File: src/rtl/core/mre_pkg.sv
package mre_pkg;

    // Largest read byte count accepted in a reply
    localparam int MAX_DATA = 8;

    // Counter wide enough for the write echo (6), the data count and the 8 frame bytes
    localparam int CNT_MAX = (MAX_DATA + 1 > 8) ? MAX_DATA + 1 : 8;
    localparam int CNT_W   = $clog2(CNT_MAX);
    // Index into the read data store
    localparam int DS_AW   = (MAX_DATA > 1) ? $clog2(MAX_DATA) : 1;

    localparam logic [15:0] CRC_INIT = 16'hFFFF;
    localparam logic [15:0] CRC_POLY = 16'hA001;
    localparam logic [7:0]  FC_READ  = 8'h03;
    localparam logic [7:0]  FC_WRITE = 8'h06;

    localparam logic [7:0]  SLAVE_ADDR_RST = 8'h20;
    localparam logic [15:0] TIMEOUT_RST    = 16'd800;

    localparam int CFG_IDX_W = 1;
    localparam logic [CFG_IDX_W-1:0] CFG_SLAVE_ADDR = 1'b0;
    localparam logic [CFG_IDX_W-1:0] CFG_TIMEOUT    = 1'b1;

    // Number of request bytes ahead of the CRC, and the write echo length
    localparam logic [CNT_W-1:0] TX_CRC_POS   = CNT_W'(6);
    localparam logic [CNT_W-1:0] TX_LAST_POS  = CNT_W'(7);
    localparam logic [CNT_W-1:0] WR_ECHO_LEN  = CNT_W'(6);
    localparam logic [CNT_W-1:0] HDR_CNT_POS  = CNT_W'(2);
    localparam logic [7:0]       MAX_DATA_B   = 8'(MAX_DATA);

    typedef enum logic [1:0] {
        ACT_READ   = 2'd0,
        ACT_WRITE  = 2'd1,
        ACT_RXBYTE = 2'd2,
        ACT_TICK   = 2'd3
    } t_action;

    typedef enum logic [1:0] {
        KIND_TX     = 2'd0,
        KIND_DATA   = 2'd1,
        KIND_STATUS = 2'd2
    } t_kind;

    typedef enum logic [2:0] {
        ST_OK      = 3'd0,
        ST_TIMEOUT = 3'd1,
        ST_BAD_HDR = 3'd2,
        ST_COUNT   = 3'd3,
        ST_CRC     = 3'd4
    } t_status;

    typedef enum logic [2:0] {
        PH_IDLE  = 3'd0,
        PH_HDR   = 3'd1,
        PH_DATA  = 3'd2,
        PH_CRCLO = 3'd3,
        PH_CRCHI = 3'd4
    } t_phase;

    typedef enum logic [1:0] {
        BK_NONE   = 2'd0,
        BK_TX     = 2'd1,
        BK_RESULT = 2'd2
    } t_bkind;

    typedef struct packed {
        t_action     action;
        logic [15:0] reg_addr;
        logic [15:0] word;
        logic [7:0]  rx_byte;
    } t_req;

    typedef struct packed {
        t_kind       kind;
        logic [7:0]  out_byte;
        t_status     status;
        logic        last;
    } t_res;

    // Work handed from the controller to the result sequencer
    typedef struct packed {
        t_bkind           kind;
        logic [7:0]       slave_addr;
        logic [7:0]       func;
        logic [15:0]      reg_addr;
        logic [15:0]      word;
        logic [CNT_W-1:0] n_data;
        t_status          status;
    } t_burst;

    function automatic logic [15:0] crc16_byte(input logic [15:0] crc, input logic [7:0] b);
        logic [15:0] c;
        c = crc ^ {8'h00, b};
        for (int k = 0; k < 8; k++) begin
            c = c[0] ? ((c >> 1) ^ CRC_POLY) : (c >> 1);
        end
        return c;
    endfunction

endpackage

File: src/rtl/core/mre_ctrl.sv
module mre_ctrl (
    input  logic                     i_clk,
    input  logic                     i_rst_n,
    input  logic                     i_fire,
    input  mre_pkg::t_req            i_req,
    input  logic [7:0]               i_slave_addr,
    input  logic [15:0]              i_timeout,
    input  logic [mre_pkg::DS_AW-1:0] i_rd_idx,
    output logic [7:0]               o_rd_data,
    output mre_pkg::t_burst          o_burst
);

    mre_pkg::t_phase                r_phase, n_phase;
    logic                           r_pend_wr, n_pend_wr;
    logic [mre_pkg::CNT_W-1:0]      r_idx, n_idx;
    logic [15:0]                    r_crc, n_crc;
    logic [mre_pkg::CNT_W-1:0]      r_cnt, n_cnt;
    logic [7:0]                     r_crc_lo, n_crc_lo;
    logic                           r_hdr_bad, n_hdr_bad;
    logic [15:0]                    r_wait, n_wait;
    logic [7:0]                     r_store [mre_pkg::MAX_DATA];
    logic [7:0]                     r_rd_data;

    logic                           is_send;
    logic                           is_byte;
    logic                           is_tick;
    logic [7:0]                     rx;
    logic [15:0]                    crc_rx;
    logic [7:0]                     exp_func;
    logic [15:0]                    wait_inc;
    logic                           timed_out;
    logic                           hdr_bad_upd;
    logic                           cnt_big;
    logic                           crc_ok;
    logic [mre_pkg::CNT_W-1:0]      idx_inc;
    logic                           store_we;

    assign rx       = i_req.rx_byte;
    assign is_send  = (i_req.action == mre_pkg::ACT_READ) || (i_req.action == mre_pkg::ACT_WRITE);
    assign is_byte  = (i_req.action == mre_pkg::ACT_RXBYTE);
    assign is_tick  = (i_req.action == mre_pkg::ACT_TICK);
    assign crc_rx   = mre_pkg::crc16_byte(r_crc, rx);
    assign exp_func = r_pend_wr ? mre_pkg::FC_WRITE : mre_pkg::FC_READ;
    assign wait_inc = (r_wait == 16'hFFFF) ? r_wait : r_wait + 16'd1;
    assign timed_out = (wait_inc >= i_timeout);
    assign hdr_bad_upd = r_hdr_bad
                       | ((r_idx == '0) && (rx != i_slave_addr))
                       | ((r_idx == mre_pkg::CNT_W'(1)) && (rx != exp_func));
    assign cnt_big  = (rx > mre_pkg::MAX_DATA_B);
    assign crc_ok   = ({rx, r_crc_lo} == r_crc);
    assign idx_inc  = r_idx + mre_pkg::CNT_W'(1);
    assign store_we = i_fire && is_byte && (r_phase == mre_pkg::PH_DATA);

    // Next phase
    always_comb begin
        n_phase = r_phase;
        if (i_fire) begin
            priority if (is_send) begin
                n_phase = mre_pkg::PH_HDR;
            end else if (r_phase == mre_pkg::PH_IDLE) begin
                n_phase = mre_pkg::PH_IDLE;
            end else if (is_tick) begin
                if (timed_out) begin
                    n_phase = mre_pkg::PH_IDLE;
                end
            end else begin
                unique case (r_phase)
                    mre_pkg::PH_HDR: begin
                        if (r_pend_wr) begin
                            if (idx_inc >= mre_pkg::WR_ECHO_LEN) begin
                                n_phase = mre_pkg::PH_CRCLO;
                            end
                        end else if (r_idx >= mre_pkg::HDR_CNT_POS) begin
                            if (hdr_bad_upd || cnt_big) begin
                                n_phase = mre_pkg::PH_IDLE;
                            end else if (rx == 8'h00) begin
                                n_phase = mre_pkg::PH_CRCLO;
                            end else begin
                                n_phase = mre_pkg::PH_DATA;
                            end
                        end
                    end
                    mre_pkg::PH_DATA: begin
                        if (idx_inc >= r_cnt) begin
                            n_phase = mre_pkg::PH_CRCLO;
                        end
                    end
                    mre_pkg::PH_CRCLO: n_phase = mre_pkg::PH_CRCHI;
                    mre_pkg::PH_CRCHI: n_phase = mre_pkg::PH_IDLE;
                    default:           n_phase = mre_pkg::PH_IDLE;
                endcase
            end
        end
    end

    // Datapath and result burst
    always_comb begin
        n_pend_wr = r_pend_wr;
        n_idx     = r_idx;
        n_crc     = r_crc;
        n_cnt     = r_cnt;
        n_crc_lo  = r_crc_lo;
        n_hdr_bad = r_hdr_bad;
        n_wait    = r_wait;
        o_burst            = '0;
        o_burst.kind       = mre_pkg::BK_NONE;
        o_burst.status     = mre_pkg::ST_OK;
        o_burst.slave_addr = i_slave_addr;
        o_burst.reg_addr   = i_req.reg_addr;
        o_burst.word       = i_req.word;
        o_burst.func       = (i_req.action == mre_pkg::ACT_WRITE) ? mre_pkg::FC_WRITE
                                                                  : mre_pkg::FC_READ;
        if (i_fire) begin
            priority if (is_send) begin
                n_pend_wr    = (i_req.action == mre_pkg::ACT_WRITE);
                n_idx        = '0;
                n_crc        = mre_pkg::CRC_INIT;
                n_cnt        = '0;
                n_crc_lo     = '0;
                n_hdr_bad    = 1'b0;
                n_wait       = '0;
                o_burst.kind = mre_pkg::BK_TX;
            end else if (r_phase == mre_pkg::PH_IDLE) begin
                // stray byte or tick: dropped
            end else if (is_tick) begin
                n_wait = wait_inc;
                if (timed_out) begin
                    o_burst.kind   = mre_pkg::BK_RESULT;
                    o_burst.status = mre_pkg::ST_TIMEOUT;
                end
            end else begin
                n_wait = '0;
                unique case (r_phase)
                    mre_pkg::PH_HDR: begin
                        n_crc     = crc_rx;
                        n_hdr_bad = hdr_bad_upd;
                        if (r_pend_wr) begin
                            n_idx = idx_inc;
                        end else if (r_idx >= mre_pkg::HDR_CNT_POS) begin
                            if (hdr_bad_upd) begin
                                o_burst.kind   = mre_pkg::BK_RESULT;
                                o_burst.status = mre_pkg::ST_BAD_HDR;
                            end else if (cnt_big) begin
                                o_burst.kind   = mre_pkg::BK_RESULT;
                                o_burst.status = mre_pkg::ST_COUNT;
                            end else begin
                                n_cnt = rx[mre_pkg::CNT_W-1:0];
                                n_idx = '0;
                            end
                        end else begin
                            n_idx = idx_inc;
                        end
                    end
                    mre_pkg::PH_DATA: begin
                        n_crc = crc_rx;
                        n_idx = idx_inc;
                    end
                    mre_pkg::PH_CRCLO: begin
                        n_crc_lo = rx;
                    end
                    mre_pkg::PH_CRCHI: begin
                        o_burst.kind = mre_pkg::BK_RESULT;
                        if (!crc_ok) begin
                            o_burst.status = mre_pkg::ST_CRC;
                        end else if (r_hdr_bad) begin
                            o_burst.status = mre_pkg::ST_BAD_HDR;
                        end else begin
                            o_burst.status = mre_pkg::ST_OK;
                            o_burst.n_data = r_pend_wr ? '0 : r_cnt;
                        end
                    end
                    default: ;
                endcase
            end
        end
    end

    always_ff @(posedge i_clk) begin
        if (!i_rst_n) begin
            r_phase   <= mre_pkg::PH_IDLE;
            r_pend_wr <= 1'b0;
            r_idx     <= '0;
            r_crc     <= mre_pkg::CRC_INIT;
            r_cnt     <= '0;
            r_crc_lo  <= '0;
            r_hdr_bad <= 1'b0;
            r_wait    <= '0;
        end else begin
            r_phase   <= n_phase;
            r_pend_wr <= n_pend_wr;
            r_idx     <= n_idx;
            r_crc     <= n_crc;
            r_cnt     <= n_cnt;
            r_crc_lo  <= n_crc_lo;
            r_hdr_bad <= n_hdr_bad;
            r_wait    <= n_wait;
        end
    end

    // Read data held until the CRC has been checked; read port registered,
    // addressed with the sequencer's next position
    always_ff @(posedge i_clk) begin
        if (store_we) begin
            r_store[r_idx[mre_pkg::DS_AW-1:0]] <= rx;
        end
        r_rd_data <= r_store[i_rd_idx];
    end

    assign o_rd_data = r_rd_data;

endmodule

File: src/rtl/core/mre_emit.sv
module mre_emit (
    input  logic                      i_clk,
    input  logic                      i_rst_n,
    input  logic                      i_load,
    input  mre_pkg::t_burst           i_burst,
    output logic                      o_load_ok,
    output logic [mre_pkg::DS_AW-1:0] o_rd_idx,
    input  logic [7:0]                i_rd_data,
    output logic                      o_valid,
    input  logic                      i_ready,
    output mre_pkg::t_res             o_res
);

    logic                      r_busy;
    mre_pkg::t_burst           r_desc;
    logic [mre_pkg::CNT_W-1:0] r_pos, n_pos;
    logic [15:0]               r_txcrc;

    logic                      is_tx;
    logic                      in_data;
    logic                      last_item;
    logic                      take;
    logic [7:0]                tx_byte;

    assign is_tx     = (r_desc.kind == mre_pkg::BK_TX);
    assign in_data   = (r_pos < r_desc.n_data);
    assign last_item = is_tx ? (r_pos == mre_pkg::TX_LAST_POS) : (r_pos == r_desc.n_data);
    assign take      = r_busy && i_ready;
    assign o_load_ok = !r_busy || (i_ready && last_item);
    assign o_valid   = r_busy;
    // the registered store read is addressed with the position held next, to line up with r_pos
    assign o_rd_idx  = n_pos[mre_pkg::DS_AW-1:0];

    always_comb begin
        n_pos = r_pos;
        if (i_load) begin
            n_pos = '0;
        end else if (take && !last_item) begin
            n_pos = r_pos + mre_pkg::CNT_W'(1);
        end
    end

    always_comb begin
        unique case (r_pos[2:0])
            3'd0:    tx_byte = r_desc.slave_addr;
            3'd1:    tx_byte = r_desc.func;
            3'd2:    tx_byte = r_desc.reg_addr[15:8];
            3'd3:    tx_byte = r_desc.reg_addr[7:0];
            3'd4:    tx_byte = r_desc.word[15:8];
            3'd5:    tx_byte = r_desc.word[7:0];
            3'd6:    tx_byte = r_txcrc[7:0];
            default: tx_byte = r_txcrc[15:8];
        endcase
    end

    always_comb begin
        o_res.status = mre_pkg::ST_OK;
        o_res.last   = 1'b0;
        if (is_tx) begin
            o_res.kind     = mre_pkg::KIND_TX;
            o_res.out_byte = tx_byte;
        end else if (in_data) begin
            o_res.kind     = mre_pkg::KIND_DATA;
            o_res.out_byte = i_rd_data;
        end else begin
            o_res.kind     = mre_pkg::KIND_STATUS;
            o_res.out_byte = 8'h00;
            o_res.status   = r_desc.status;
            o_res.last     = 1'b1;
        end
    end

    always_ff @(posedge i_clk) begin
        if (!i_rst_n) begin
            r_busy <= 1'b0;
            r_pos  <= '0;
        end else begin
            r_pos <= n_pos;
            if (i_load) begin
                r_busy <= (i_burst.kind != mre_pkg::BK_NONE);
            end else if (take && last_item) begin
                r_busy <= 1'b0;
            end
        end
    end

    // Request CRC built one byte per cycle while the output is ready, as the header goes out
    always_ff @(posedge i_clk) begin
        if (i_load) begin
            r_desc  <= i_burst;
            r_txcrc <= mre_pkg::CRC_INIT;
        end else if (take && is_tx && (r_pos < mre_pkg::TX_CRC_POS)) begin
            r_txcrc <= mre_pkg::crc16_byte(r_txcrc, tx_byte);
        end
    end

endmodule

File: src/rtl/core/modbus_rtu_master_engine.sv
// Modbus RTU master engine for a single slave. A read (0x03) or write (0x06) request
// item produces the 8 request bytes, CRC-16 (0xA001, seed 0xFFFF) appended low byte
// first; received-byte and tick items then check the reply and each run closes with one
// status result (ok, timeout, bad address/function, count too large, CRC mismatch).
// Read data bytes come out only after the reply CRC has matched. A request item is held
// in an input register until the sequencer can take it; its results start the cycle
// after and leave at one per cycle while the output is ready. Items giving no result
// (most received bytes and ticks) are taken every cycle while the sequencer is idle.
// An item giving several results (8 for a send, up to MAX_DATA+1 at the end of a read)
// holds the sequencer until its last result goes, when the next item is taken. Config
// writes are taken every cycle and should be made only while no run is in progress.
module modbus_rtu_master_engine (
    input  logic                          i_clk,
    input  logic                          i_rst_n,
    input  logic                          i_in_valid,
    output logic                          o_in_ready,
    input  mre_pkg::t_req                 i_in_req,
    output logic                          o_out_valid,
    input  logic                          i_out_ready,
    output mre_pkg::t_res                 o_out_res,
    input  logic                          i_cfg_valid,
    output logic                          o_cfg_ready,
    input  logic [mre_pkg::CFG_IDX_W-1:0] i_cfg_index,
    input  logic [15:0]                   i_cfg_data
);

    logic                      r_in_vld;
    mre_pkg::t_req             r_in;
    logic [7:0]                r_slave_addr;
    logic [15:0]               r_timeout;

    logic                      load_ok;
    logic                      fire;
    mre_pkg::t_burst           burst;
    logic [mre_pkg::DS_AW-1:0] rd_idx;
    logic [7:0]                rd_data;

    // request moves on once the sequencer can take its results
    assign fire        = r_in_vld && load_ok;
    assign o_in_ready  = !r_in_vld || load_ok;
    assign o_cfg_ready = 1'b1;

    always_ff @(posedge i_clk) begin
        if (!i_rst_n) begin
            r_in_vld <= 1'b0;
        end else if (i_in_valid && o_in_ready) begin
            r_in_vld <= 1'b1;
        end else if (fire) begin
            r_in_vld <= 1'b0;
        end
    end

    always_ff @(posedge i_clk) begin
        if (i_in_valid && o_in_ready) begin
            r_in <= i_in_req;
        end
    end

    // configuration registers
    always_ff @(posedge i_clk) begin
        if (!i_rst_n) begin
            r_slave_addr <= mre_pkg::SLAVE_ADDR_RST;
            r_timeout    <= mre_pkg::TIMEOUT_RST;
        end else if (i_cfg_valid) begin
            if (i_cfg_index == mre_pkg::CFG_SLAVE_ADDR) begin
                r_slave_addr <= i_cfg_data[7:0];
            end else if (i_cfg_index == mre_pkg::CFG_TIMEOUT) begin
                r_timeout <= i_cfg_data;
            end
        end
    end

    // reply checker and run state
    mre_ctrl u_ctrl (
        .i_clk        (i_clk),
        .i_rst_n      (i_rst_n),
        .i_fire       (fire),
        .i_req        (r_in),
        .i_slave_addr (r_slave_addr),
        .i_timeout    (r_timeout),
        .i_rd_idx     (rd_idx),
        .o_rd_data    (rd_data),
        .o_burst      (burst)
    );

    // result sequencer: request bytes, data bytes, status
    mre_emit u_emit (
        .i_clk     (i_clk),
        .i_rst_n   (i_rst_n),
        .i_load    (fire),
        .i_burst   (burst),
        .o_load_ok (load_ok),
        .o_rd_idx  (rd_idx),
        .i_rd_data (rd_data),
        .o_valid   (o_out_valid),
        .i_ready   (i_out_ready),
        .o_res     (o_out_res)
    );

endmodule
File: config.mk
export PLATFORM = sky130hd
export DESIGN_NAME = modbus_rtu_master_engine
export DESIGN_NICKNAME = d
export VERILOG_FILES = /design/src/rtl/core/mre_pkg.sv /design/src/rtl/core/mre_ctrl.sv /design/src/rtl/core/mre_emit.sv /design/src/rtl/core/modbus_rtu_master_engine.sv
export SDC_FILE = /design/constraint.sdc
export NUM_CORES = 1
export LEC_CHECK = 0
export BUFFER_PORTS_ARGS = -buffer_cell sky130_fd_sc_hd__buf_2
export CORE_MARGIN = 5
export CORE_UTILIZATION = 51
export CTS_CLUSTER_DIAMETER = 50
export DETAILED_ROUTE_END_ITERATION = 10
export PLACE_DENSITY = 0.66
export SYNTH_ARGS = -nofsm -noshare
export SYNTH_HDL_FRONTEND = slang
export SYNTH_SLANG_ARGS = --single-unit
export TNS_END_PERCENT = 100
File: constraint.sdc
create_clock -name i_clk -period 5.55 [get_ports i_clk]
set_clock_uncertainty 0.1 [all_clocks]
set_input_delay 0.555 -clock i_clk [delete_from_list [all_inputs] [get_ports i_clk]]
set_output_delay 0.555 -clock i_clk [all_outputs]
set_load 0.03 [all_outputs]
==> impl_metrics.toml <==
[synth]
synth_seq_cells = 264
yosysTopAreaCellShare_pct = 39.0
synth_area_per_cell_um2 = 11.1
synth_edf_count = 157
synth_area_leader_cell = "edfxtp_1"
ys_seq_area_share_pct = 56.7
async_reset_ff_share_pct = 0
ys_top_cells_by_area = "edfxtp_1 (39%), dfxtp_1 (18%), nand2_1 (4.1%)"
dominantRegCellSynth = "edfxtp_1"
synth_nets = 1191
yosysWarnings = 0
synth_cell_type_count = 73
syn_inst = 1092
syn_area_um2 = 12100

[route]
vias = 8200
wl_per_cell_um = 17.5
wl_mm = 26.2
vias_per_cell = 5.47
drcViolationCount = 0
drtIter0Drc = 528
ant_nets = 0
firstDrtPassIters = 5

[global_routing]
antenna_found_initial = 0
grt_max_degree = 58
track_usage_pct = 19.7
grt_pass1_wl_mm = 42.1
grt_pass1_vias = 7960
overflow = 0

[timing]
setup_violations = 0
tightest_slew_ns = 1.17
worst_slack_ns = 1.37
slew_viol_final = 0
layout_min_cycle_time_ns = 4.18
fin_tns_setup_ns = 0
max-slew-margin-rel_pct = 21.2
min_period_over_period_pct = 75.3
rsz0062_at_grt = "no"
fmax_mhz = 239
holdWs_ns = 0.126
hold_viol_final = 0

[die]
initial_core_util_pct = 51.7
fp.dieW_um = 164
die_h_um = 164
die_area_um2 = 26900
coreArea_um2 = 23400
ios = 81
rows = 56

[setup_path]
end_kind = "register"
regToRegSetupSlack_ns = 1.37
r2r-end = "u_emit.o_valid"
critPathKind = "register to register"
path_max_fanout = 8
r2r-start = "u_ctrl.r_wait[3]"
reg2regPathDepth = 15
required_ns = 5.84
crit_start = "u_ctrl.r_wait[3]"
crit_end = "u_emit.o_valid"
worstPathArrival_ns = 4.47
start_kind = "register"

[power_and_ir_drop]
peakVddDrop_uv = 240
leakagePower_uw = 0.00511
p_per_area_nw_per_um2 = 340

[finish]
nets = 1255
diodes = 0
fin_util_pct = 59.1
area_growth_pct = 14.5
layout-drive-gt1-share_pct = 14.6

[place]
hpwl_mm = 17.8
portBuffers = 79
gp_congestion = 0.828
dpl_worst_slack_ns = 1.38

[clocking]
cts_htree_levels = 2
cts_buffer_depth = 3
cts-resized-gates = 0
ctsHoldBuffers = 0
clock_sinks = 264
cts_setup_buffers = 0
cts_tree = "done"
cts_buffers = 34
clock-root-buffer = "clkbuf_16"
clkLatencyLatePin_ns = 0.50
clkTransAtPathRegs_ns = 0.06

[run_status]
outcome = "complete, no violations"

[hold_path]
hold_class = "primary input to register"

[job]
cap_violations = 0
-- flip-flops by register name, summed over array words and instances (netlist names), 3 cells and up --
register,count
u_ctrl.r_crc,16
u_ctrl.o_rd_data,8
u_ctrl.r_cnt,4
u_emit.r_desc,51
r_timeout,16
u_ctrl.r_phase,3
r_in,42
u_emit.r_txcrc,16
u_ctrl.r_wait,16
r_slave_addr,8
u_ctrl.r_crc_lo,8
u_ctrl.r_idx,4
u_emit.r_pos,4
u_ctrl.r_store,64
-- kinds of logic after synthesis --
| logic type | count (synthesis) | share of synthesized area (%) |
|---|---|---|
| simple gates | 349 | 14.1 |
| flops | 264 | 56.7 |
| compound gates | 233 | 13.1 |
| buf+inv | 99 | 3.40 |
| xor+xnor | 80 | 6.38 |
| fa+ha+maj | 35 | 3.62 |
| mux | 31 | 2.65 |
| other cells | 1 | 0.0310 |
-- layout make-up --
class	count	area, um2
Clock buffer	40	937
Clock inverter	21	178
Fill cell	2013	9560
Inverter	38	143
Multi-Input combinational cell	729	4860
Sequential cell	264	6860
Tap cell	319	399
Timing Repair Buffer	89	470
-- synth_stat cells (9+ instances only) --
cell type / instances
inv_1: 36
nand3_1: 36
edfxtp_1: 157
dfxtp_1: 107
a211oi_1: 30
nor2_1: 55
xnor2_1: 56
o211ai_1: 11
nor3_1: 14
nand2b_1: 12
nand2_1: 133
buf_2: 11
mux2i_1: 23
nand4_1: 16
o21ai_0: 36
a22oi_1: 10
xor2_1: 17
clkbuf_1: 40
ha_1: 35
nor2b_1: 27
and3_1: 9
a21oi_1: 51
and2_1: 14
a21o_1: 22
a21boi_0: 21
-- report_power, final --
group,switching (uW),internal [uW]
Combinational,221,154
Sequential,51.1,2140
Clock,821,1310
Total,1090,3610
-- layout by cell type (no fill, tap or decap), types with 9 or more instances in the layout --
cell type / n
edfxtp_1: 157
nand2_1: 133
dfxtp_1: 107
buf_2: 79
xnor2_1: 56
nor2_1: 53
a21oi_1: 50
clkbuf_16: 37
inv_1: 36
nand3_1: 36
o21ai_0: 36
ha_1: 35
a211oi_1: 29
nor2b_1: 27
mux2i_1: 23
a21o_1: 22
a21boi_0: 21
xor2_1: 17
nand4_1: 16
and2_1: 14
nor3_1: 14
nand2b_1: 12
o211ai_1: 11
a22oi_1: 10
buf_4: 10
and3_1: 9
-- worst min path at each step --
stage | start | endpoint | slack, ns | cells past startpoint
detailed placement | r_in[11] | u_emit.r_desc[10] | 0.30 | 0
floorplan | r_in[11] | u_emit.r_desc[10] | 0.30 | 0
finish | i_in_req[16] | r_in[16] | 0.13 | 1
global placement | r_in[9] | u_emit.r_desc[8] | 0.30 | 0
CTS | i_in_req[16] | r_in[16] | 0.11 | 1
global route | i_in_req[16] | r_in[16] | 0.11 | 1
-- through the flow --
| step | cells | total power, uW | area (um2) |
|---|---|---|---|
| finish | 1500 | 4700 | 13800 |
| floorplan | 1092 | 2500 | 12100 |
| global route | 1500 | 4870 | 13800 |
| global placement | 1439 | 2610 | 12700 |
| CTS | 1500 | 4750 | 13800 |
| detailed placement | 1439 | 2610 | 12700 |
-- metal layers --
metal | global-route usage [%] | vias to the layer above | share of wire [%]
met1 | 27.6 | 3897 | 46
met2 | 31.6 | 177 | 48
li1 | - | 4084 | -
met5 | 0 | - | 0
met4 | 5.72 | 0 | 2.0
met3 | 3.54 | 42 | 4.8
-- worst max-delay path: stages, from the launching register on --
cell      delay [ns]
dfxtp_1         0.44
and4_1          0.26
and3_1          0.23
nand2_1         0.09
or3_1           0.46
and2_1          0.27
nand3_1         0.16
xnor2_1         0.15
ha_1            0.27
a21o_1          0.18
a211oi_1        0.24
o21ai_0         0.13
a221oi_1        0.43
o21ai_0         0.19
and4_1          0.21
o31a_1          0.23
(Power assumes the default switching activity.)
